[src/rtl/assert_macros.svh]
// ----------------------------------------------------------------------------
// Assertion macros
// Shared shorthand for clocked, reset-qualified concurrent assertions.
// ----------------------------------------------------------------------------
`ifndef ASSERT_MACROS_SVH
`define ASSERT_MACROS_SVH

// Property that holds at every rising clock edge outside reset.
`define ASSERT_CLK(name, clk, rst, prop, msg) \
   name: assert property (@(posedge clk) disable iff (rst) prop) else $error(msg);

// Implication checked at the same clock edge.
`define ASSERT_IMPL(name, clk, rst, ante, cons, msg) \
   name: assert property (@(posedge clk) disable iff (rst) (ante) |-> (cons)) else $error(msg);

// Implication whose consequent is checked at the next clock edge.
`define ASSERT_NEXT(name, clk, rst, ante, cons, msg) \
   name: assert property (@(posedge clk) disable iff (rst) (ante) |=> (cons)) else $error(msg);

`endif

[src/rtl/sebfr_pkg.sv]
// ----------------------------------------------------------------------------
// sebfr_pkg
// Types and constants of the STX/ETX frame receiver with XOR block check.
// ----------------------------------------------------------------------------
package sebfr_pkg;

   localparam int FRAME_MAX_DEF = 64;

   localparam int CNT_W  = 7;
   localparam int BYTE_W = 8;

   // Actions carried on the input item.
   typedef enum logic [1:0] {
      ACT_START  = 2'd0,
      ACT_BYTE   = 2'd1,
      ACT_TICK   = 2'd2,
      ACT_UNUSED = 2'd3
   } action_type;

   // Completion status of a frame.
   typedef enum logic [1:0] {
      ST_OK       = 2'd0,
      ST_LIMIT    = 2'd1,
      ST_CHKSUM   = 2'd2,
      ST_TIMEOUT  = 2'd3
   } status_type;

   // Register indexes of the configuration port.
   localparam logic REG_MAX_BYTES = 1'b0;

   localparam logic [CNT_W-1:0] MAX_BYTES_RST = 7'd64;

   // ASCII control codes.
   localparam logic [BYTE_W-1:0] CODE_STX  = 8'h02;
   localparam logic [BYTE_W-1:0] CODE_ETX  = 8'h03;
   localparam logic [BYTE_W-1:0] CODE_EOT  = 8'h04;
   localparam logic [BYTE_W-1:0] CODE_ENQ  = 8'h05;
   localparam logic [BYTE_W-1:0] CODE_ACK  = 8'h06;
   localparam logic [BYTE_W-1:0] CODE_NAK  = 8'h15;
   localparam logic [BYTE_W-1:0] BCC_FLOOR = 8'h20;

   typedef struct packed {
      logic              data_valid;
      logic [BYTE_W-1:0] data_byte;
      logic              frame_done;
      status_type        status;
      logic [CNT_W-1:0]  frame_length;
   } result_type;

endpackage

[src/rtl/stx_etx_bcc_frame_receiver.sv]
// ----------------------------------------------------------------------------
// stx_etx_bcc_frame_receiver
// Receives one STX/ETX reply frame byte by byte and checks its XOR BCC.
// ----------------------------------------------------------------------------
// A start item arms the receiver; each byte item is forwarded as one result
// item, and each interval item counts one retry. The frame ends on a good or
// bad BCC (the byte after an ETX at index 1 or later), on ACK, NAK or ENQ,
// on EOT at index 2 or later, or when the byte count or the retry count
// reaches max_bytes (0 acts as 1, values above FRAME_MAX act as FRAME_MAX).
// The frame state and the result register are updated in the cycle the item
// is accepted, so one item can be accepted in every cycle unless the result
// channel stalls. The result register sits between the two channels, and a
// new item is taken whenever that register is empty or is being drained in
// the same cycle. Start items, interval items below the limit, items while
// idle and the unused action code give no result item.
`include "assert_macros.svh"

module stx_etx_bcc_frame_receiver
   import sebfr_pkg::*;
#(
   parameter int FRAME_MAX = FRAME_MAX_DEF
) (
   input  logic        clock,
   input  logic        reset,
   // Input channel.
   input  logic        req_tvalid,
   output logic        req_tready,
   input  logic [7:0]  req_tdata,   // [7:0] rx_byte
   input  logic [1:0]  req_tuser,   // [1:0] action
   // Result channel.
   output logic        rsp_tvalid,
   input  logic        rsp_tready,
   output logic [15:0] rsp_tdata,   // [7:0] data_byte, [14:8] frame_length, [15] zero
   output logic [2:0]  rsp_tuser,   // [0] data_valid, [2:1] status
   output logic        rsp_tlast,   // frame_done
   // Configuration port.
   input  logic        csr_psel,
   input  logic        csr_penable,
   input  logic        csr_pwrite,
   input  logic [2:0]  csr_paddr,
   input  logic [31:0] csr_pwdata,
   output logic [31:0] csr_prdata,
   output logic        csr_pready
);

   // Frame state.
   logic              receiving_ff, receiving_in;
   logic [CNT_W-1:0]  byte_count_ff, byte_count_in;
   logic [CNT_W-1:0]  retry_count_ff, retry_count_in;
   logic              seen_stx_ff, seen_stx_in;
   logic [BYTE_W-1:0] xor_sum_ff, xor_sum_in;
   logic              last_etx_ff, last_etx_in;
   logic [CNT_W-1:0]  max_bytes_ff, max_bytes_in;

   // Result register.
   logic              rsp_valid_ff, rsp_valid_in;
   result_type        rsp_ff, rsp_in;

   logic              req_accept;
   action_type        action;
   logic [BYTE_W-1:0] rx_byte;
   logic [CNT_W-1:0]  limit;
   logic [CNT_W-1:0]  byte_count_inc;
   logic [CNT_W-1:0]  retry_count_inc;
   logic [BYTE_W-1:0] bcc_expect;
   logic              ends_frame;
   logic              produce;
   logic              csr_write;

   assign action  = action_type'(req_tuser);
   assign rx_byte = req_tdata;

   assign req_tready = !rsp_valid_ff || rsp_tready;
   assign req_accept = req_tvalid && req_tready;

   assign csr_pready = 1'b1;
   assign csr_write  = csr_psel && csr_penable && csr_pwrite && csr_pready;
   assign csr_prdata = (csr_paddr[2] == REG_MAX_BYTES) ? {25'd0, max_bytes_ff} : 32'd0;

   always_comb begin
      max_bytes_in = max_bytes_ff;
      if (csr_write && csr_paddr[2] == REG_MAX_BYTES) begin
         max_bytes_in = csr_pwdata[CNT_W-1:0];
      end
   end

   // Effective limit after clamping to the range 1 .. FRAME_MAX.
   always_comb begin
      limit = max_bytes_ff;
      if (max_bytes_ff == '0) begin
         limit = CNT_W'(1);
      end else if (int'(max_bytes_ff) > FRAME_MAX) begin
         limit = CNT_W'(FRAME_MAX);
      end
   end

   assign byte_count_inc  = byte_count_ff + CNT_W'(1);
   assign retry_count_inc = retry_count_ff + CNT_W'(1);

   // The checksum is lifted above the control range when it falls below it.
   assign bcc_expect = (xor_sum_ff < BCC_FLOOR) ? (xor_sum_ff + BCC_FLOOR) : xor_sum_ff;

   assign ends_frame = (rx_byte == CODE_ACK) || (rx_byte == CODE_NAK) ||
                       (rx_byte == CODE_ENQ) ||
                       ((byte_count_ff >= CNT_W'(2)) && (rx_byte == CODE_EOT));

   always_comb begin
      receiving_in   = receiving_ff;
      byte_count_in  = byte_count_ff;
      retry_count_in = retry_count_ff;
      seen_stx_in    = seen_stx_ff;
      xor_sum_in     = xor_sum_ff;
      last_etx_in    = last_etx_ff;
      produce        = 1'b0;
      rsp_in         = rsp_ff;

      if (req_accept) begin
         case (action)
            ACT_START: begin
               receiving_in   = 1'b1;
               byte_count_in  = '0;
               retry_count_in = '0;
               seen_stx_in    = 1'b0;
               xor_sum_in     = '0;
               last_etx_in    = 1'b0;
            end
            ACT_TICK: begin
               if (receiving_ff) begin
                  retry_count_in = retry_count_inc;
                  if (retry_count_inc >= limit) begin
                     receiving_in        = 1'b0;
                     produce             = 1'b1;
                     rsp_in.data_valid   = 1'b0;
                     rsp_in.data_byte    = '0;
                     rsp_in.frame_done   = 1'b1;
                     rsp_in.frame_length = byte_count_ff;
                     rsp_in.status       = (byte_count_ff != '0) ? ST_LIMIT : ST_TIMEOUT;
                  end
               end
            end
            ACT_BYTE: begin
               if (receiving_ff) begin
                  produce          = 1'b1;
                  rsp_in.data_byte = rx_byte;
                  if (last_etx_ff) begin
                     // This byte is the BCC; a frame without STX always passes.
                     receiving_in        = 1'b0;
                     rsp_in.data_valid   = 1'b0;
                     rsp_in.frame_done   = 1'b1;
                     rsp_in.frame_length = byte_count_ff;
                     rsp_in.status = (!seen_stx_ff || bcc_expect == rx_byte) ?
                                     ST_OK : ST_CHKSUM;
                  end else begin
                     if (seen_stx_ff) begin
                        xor_sum_in = xor_sum_ff ^ rx_byte;
                     end else if (rx_byte == CODE_STX) begin
                        seen_stx_in = 1'b1;
                     end
                     last_etx_in         = (rx_byte == CODE_ETX) && (byte_count_ff != '0);
                     byte_count_in       = byte_count_inc;
                     rsp_in.data_valid   = 1'b1;
                     rsp_in.frame_length = byte_count_inc;
                     if (ends_frame) begin
                        receiving_in      = 1'b0;
                        rsp_in.frame_done = 1'b1;
                        rsp_in.status     = ST_OK;
                     end else if (byte_count_inc >= limit) begin
                        receiving_in      = 1'b0;
                        rsp_in.frame_done = 1'b1;
                        rsp_in.status     = ST_LIMIT;
                     end else begin
                        rsp_in.frame_done = 1'b0;
                        rsp_in.status     = ST_OK;
                     end
                  end
               end
            end
            default: begin
            end
         endcase
      end
   end

   always_comb begin
      rsp_valid_in = rsp_valid_ff;
      if (produce) begin
         rsp_valid_in = 1'b1;
      end else if (rsp_tready) begin
         rsp_valid_in = 1'b0;
      end
   end

   always_ff @(posedge clock) begin
      if (reset) begin
         receiving_ff   <= 1'b0;
         byte_count_ff  <= '0;
         retry_count_ff <= '0;
         seen_stx_ff    <= 1'b0;
         xor_sum_ff     <= '0;
         last_etx_ff    <= 1'b0;
         max_bytes_ff   <= MAX_BYTES_RST;
         rsp_valid_ff   <= 1'b0;
      end else begin
         receiving_ff   <= receiving_in;
         byte_count_ff  <= byte_count_in;
         retry_count_ff <= retry_count_in;
         seen_stx_ff    <= seen_stx_in;
         xor_sum_ff     <= xor_sum_in;
         last_etx_ff    <= last_etx_in;
         max_bytes_ff   <= max_bytes_in;
         rsp_valid_ff   <= rsp_valid_in;
      end
   end

   always_ff @(posedge clock) begin
      rsp_ff <= rsp_in;
   end

   assign rsp_tvalid = rsp_valid_ff;
   assign rsp_tdata  = {1'b0, rsp_ff.frame_length, rsp_ff.data_byte};
   assign rsp_tuser  = {rsp_ff.status, rsp_ff.data_valid};
   assign rsp_tlast  = rsp_ff.frame_done;

   // A result item that does not end the frame is always a kept byte.
   `ASSERT_IMPL(a_mid_frame_kept, clock, reset, rsp_valid_ff && !rsp_ff.frame_done, rsp_ff.data_valid && rsp_ff.status == ST_OK, "mid-frame result not a kept byte")

   // An item taken while idle leaves the result register empty.
   `ASSERT_NEXT(a_idle_silent, clock, reset, req_accept && !receiving_ff && action != ACT_START, !rsp_valid_ff, "result produced while idle")

   // A timeout reports an empty frame.
   `ASSERT_IMPL(a_timeout_empty, clock, reset, rsp_valid_ff && rsp_ff.status == ST_TIMEOUT, rsp_ff.frame_length == '0 && !rsp_ff.data_valid, "timeout with data")

endmodule
[config.mk]
export PLATFORM = sky130hd
export DESIGN_NAME = stx_etx_bcc_frame_receiver
export DESIGN_NICKNAME = d
export VERILOG_FILES = /design/src/rtl/sebfr_pkg.sv /design/src/rtl/stx_etx_bcc_frame_receiver.sv
export VERILOG_INCLUDE_DIRS = /design/src /design/src/rtl
export SDC_FILE = /design/constraint.sdc
export NUM_CORES = 1
export LEC_CHECK = 0
export BUFFER_PORTS_ARGS = -buffer_cell sky130_fd_sc_hd__buf_2
export CORE_MARGIN = 2
export CORE_UTILIZATION = 46
export DETAILED_ROUTE_END_ITERATION = 8
export GPL_TIMING_DRIVEN = 0
export PLACE_DENSITY = 0.88
export SETUP_SLACK_MARGIN = 0.2
export SYNTH_ARGS = -nofsm -noshare
export SYNTH_HDL_FRONTEND = slang
export SYNTH_SLANG_ARGS = --single-unit
[constraint.sdc]
create_clock -name clock -period 3 [get_ports clock]
set_clock_uncertainty 0.2 [all_clocks]
set_input_delay 0.3 -clock clock [delete_from_list [all_inputs] [get_ports clock]]
set_output_delay 0.3 -clock clock [all_outputs]
set_load 0.05 [all_outputs]
==> metrics.txt <==
status finished clean; Compound-Gate Fraction of Synth Area 12.87%; Tmin final 2697 ps; Rel. slew slack 53.69%; Pwr Density 376.2 nW/um^2; routed vias 2619; Layout Area Growth over Synthesis 21.48%; YS warnings 0; fin nets 502; vias in the first global route 2437; Yosys top cell by area dfxtp_1; asr flop ratio synth 0%; fraction of the mapped netlist area in adder cells 8.685%; # hold bufs at CTS 0; synthesized area 3169 um^2; Rows 30; fillers 569; Pre-antenna DRT Iters 7; Clock Pin Slew Worst Setup and Hold Paths 100 ps; CP top delay family simple AND/OR/NAND/NOR gates; Die Span Y 87.01 um; diodes inserted 0; Crit Path Class reg2reg; Static Leak 1.770 nW; Port Buf Inserts 51; Synth top area share 20.84%; hold path depth 3; WL/cell 13.04 um; synthesized flop and latch total 52; Max Cap Violations 0; insertion delay to the later sink of the worst-skew pair 300 ps; Util after Layout 57.30%; critical-path cell list ha_4 -> nand3_1 -> or2_2 -> xnor2_1 -> ha_1 -> and4_1 -> a211oi_2 -> nor2_1 -> a21bo_2; CP max stage cell dfxtp_2; largest net degree at the start of global routing 20; slowest stage delay, CP 420 ps; CTS Sinks 52; Synth Area in Simple Gates 21.48%; Area after DPL 3637 um^2; unrepaired setup endpoints after global routing no; Post-Layout Cell Count 509; Routed WL 6636 um; Final HPWL DP 5006 um; Setup TNS 0 ps; Routed Antenna Nets 0; Finished Cell Area 3850 um^2; Fin. Hold Viols 0; share of cells above drive strength 1 28.44%; mux contribution to synthesized area 2.250%; period utilisation layout 89.89%; Worst path depth 9; Crit path buffers/inverters 0; Final setup viols 0; Critical Path RT 2870 ps; crit-path max FO 6; gpl congestion 0.8801; critical path launch point type flip-flop; Initial Util 47.17%; H-Tree Level Count 2; Synth Area in XOR/XNOR 6.632%; Placed Cells 498; Tightest Pin Transition 694.6 ps; Fmax achieved 370.8 MHz; CTS Root Cell clkbuf_8; Boundary Pins 107; Slew Viols, Final 0; Synth area leaders dfxtp_1 (21%), edfxtp_1 (18%), ha_1 (8.7%); GRT Util Overall 18.21%; Mapped Cells 342; Hold Path Class in2reg; CTS Buffer Depth 2; Power Total 1.448 mW; Setup crit end kind flip-flop; register area share after synthesis 38.85%; CTS tree built; core box area 6719 um^2; Arr. time, crit path 2570 ps; number of synthesized flops with an enable pin 19; largest family of logic cells by synthesized area simple AND/OR/NAND/NOR gates; Mapped Avg Cell Area 9.267 um^2; GRT overflow 0; Iteration-0 DRC Markers 194; Max VDD drop 0.2547 mV; first-pass GRT wire length 11180 um; reg2reg path depth 9; Vias/cell 5.145; Die X-Extent 87.01 um; DRC violations left 0; Synth Flop Type dfxtp_1; number of distinct library cells after synthesis 50; die area 7570 um^2; Num CTS Buffers 5; initial antenna violation count 0
[stage by stage]
| stage | hold WS, ps | worst slack (ps) |
|---|---|---|
| after floorplan | 232.6 | 227.2 |
| after global placement | 254.3 | -55.51 |
| after detailed placement | 259.4 | -158.2 |
| after CTS | 25.62 | 204.1 |
| after global routing | 35.79 | 202.4 |
| final | 28.50 | 303.5 |
[worst register-to-register path, stage by stage, from the launching register on]
cell and delay, ps:
dfxtp_2 420, ha_4 190, nand3_1 70, or2_2 330, xnor2_1 160, ha_1 320
and4_1 200, a211oi_2 290, nor2_1 80, a21bo_2 220
[cells by family (layout without fill, tap and decap cells)]
group / Yosys count / count (layout)
and+or+nand+nor: 129 / 129
AOI/OAI and AO/OA: 59 / 59
DFF: 52 / 52
buffers and inverters: 47 / 109
xor gates and xnor gates: 24 / 24
adders and majority gates: 22 / 22
muxes: 7 / 7
other: 2 / 27
[cells in the final DEF, fill, tap and decap left out, types with 9 or more instances in the layout]
master	instances
a21oi_1	16
nor2b_1	14
buf_2	55
ha_1	20
nand3_1	14
nor3_1	9
buf_4	30
dfxtp_1	29
edfxtp_1	19
xor2_1	11
xnor2_1	13
nor2_1	34
nand2_1	28
conb_1	27
[layout make-up]
class / instances / area (um^2) / share of cell area (%)
Multi-Input combinational cell: 268 / 1818 / 47.22
Sequential cell: 52 / 1241 / 32.24
Timing Repair Buffer: 54 / 290.3 / 7.540
Buffer: 38 / 255.2 / 6.630
Tap cell: 80 / 100.1 / 2.600
Clock buffer: 5 / 68.82 / 1.787
Clock inverter: 3 / 42.54 / 1.105
Inverter: 9 / 33.78 / 0.8775
[synthesized netlist by cell type (2+ instances only)]
| library cell | number |
|---|---|
| edfxtp_1 | 19 |
| nor4_1 | 2 |
| a32o_2 | 4 |
| nand4_1 | 2 |
| and3_1 | 4 |
| o21ai_0 | 5 |
| o21a_1 | 3 |
| xnor2_1 | 13 |
| clkbuf_1 | 7 |
| a211oi_1 | 9 |
| buf_4 | 28 |
| o21ai_1 | 3 |
| xor2_1 | 11 |
| dfxtp_1 | 33 |
| ha_1 | 22 |
| a21oi_1 | 18 |
| and2_1 | 8 |
| buf_2 | 3 |
| a22oi_1 | 4 |
| or2b_1 | 2 |
| inv_1 | 8 |
| a311oi_1 | 3 |
| nor2_1 | 34 |
| conb_1 | 2 |
| mux2i_1 | 6 |
| nor2b_1 | 14 |
| a211o_1 | 2 |
| nand3_1 | 15 |
| nand2_1 | 29 |
| nor3_1 | 9 |
[power breakdown]
group / internal, mW / leakage [nW] / switching [mW]
logic: 0.0712 / 1.27 / 0.159
registers: 0.732 / 0.450 / 0.00602
clock network: 0.247 / 0.0541 / 0.233
total: 1.05 / 1.77 / 0.398
[registers in the layout, indices dropped and copies added (netlist names)]
name	cells
rsp_tdata	15
seen_stx_ff	1
xor_sum_ff	8
receiving_ff	1
retry_count_ff	7
byte_count_ff	7
rsp_tvalid	1
max_bytes_ff	7
rsp_tuser	3
rsp_tlast	1
last_etx_ff	1
[final timing paths]
kind | slack [ps] | startpoint | endpoint
worst max-delay path | 300 | byte_count_ff[0] | rsp_tuser[1]
worst min-delay path | 30 | csr_pwdata[0] | max_bytes_ff[0]
worst max register to register | 300 | byte_count_ff[0] | rsp_tuser[1]
worst min register to register | 280 | xor_sum_ff[5] | xor_sum_ff[5]
[layer usage]
metal	routed length [um]	track usage (%)	part of all wire, %
met1	2911	24.00	44
met2	3181	30.05	48
met3	374	2.370	5.6
met4	168	7.528	2.5
met5	0	0	0
[what timing repair did]
| item | CTS | global route |
|---|---|---|
| gates resized for setup | 8 | 12 |
| endpoints found under the setup margin | 22 | 23 |
| endpoints found under the hold margin | 0 | 0 |
| setup buffers | 3 | 0 |
| pin swaps | 3 | 3 |
Note: power is estimated with default switching activity, not from simulation.
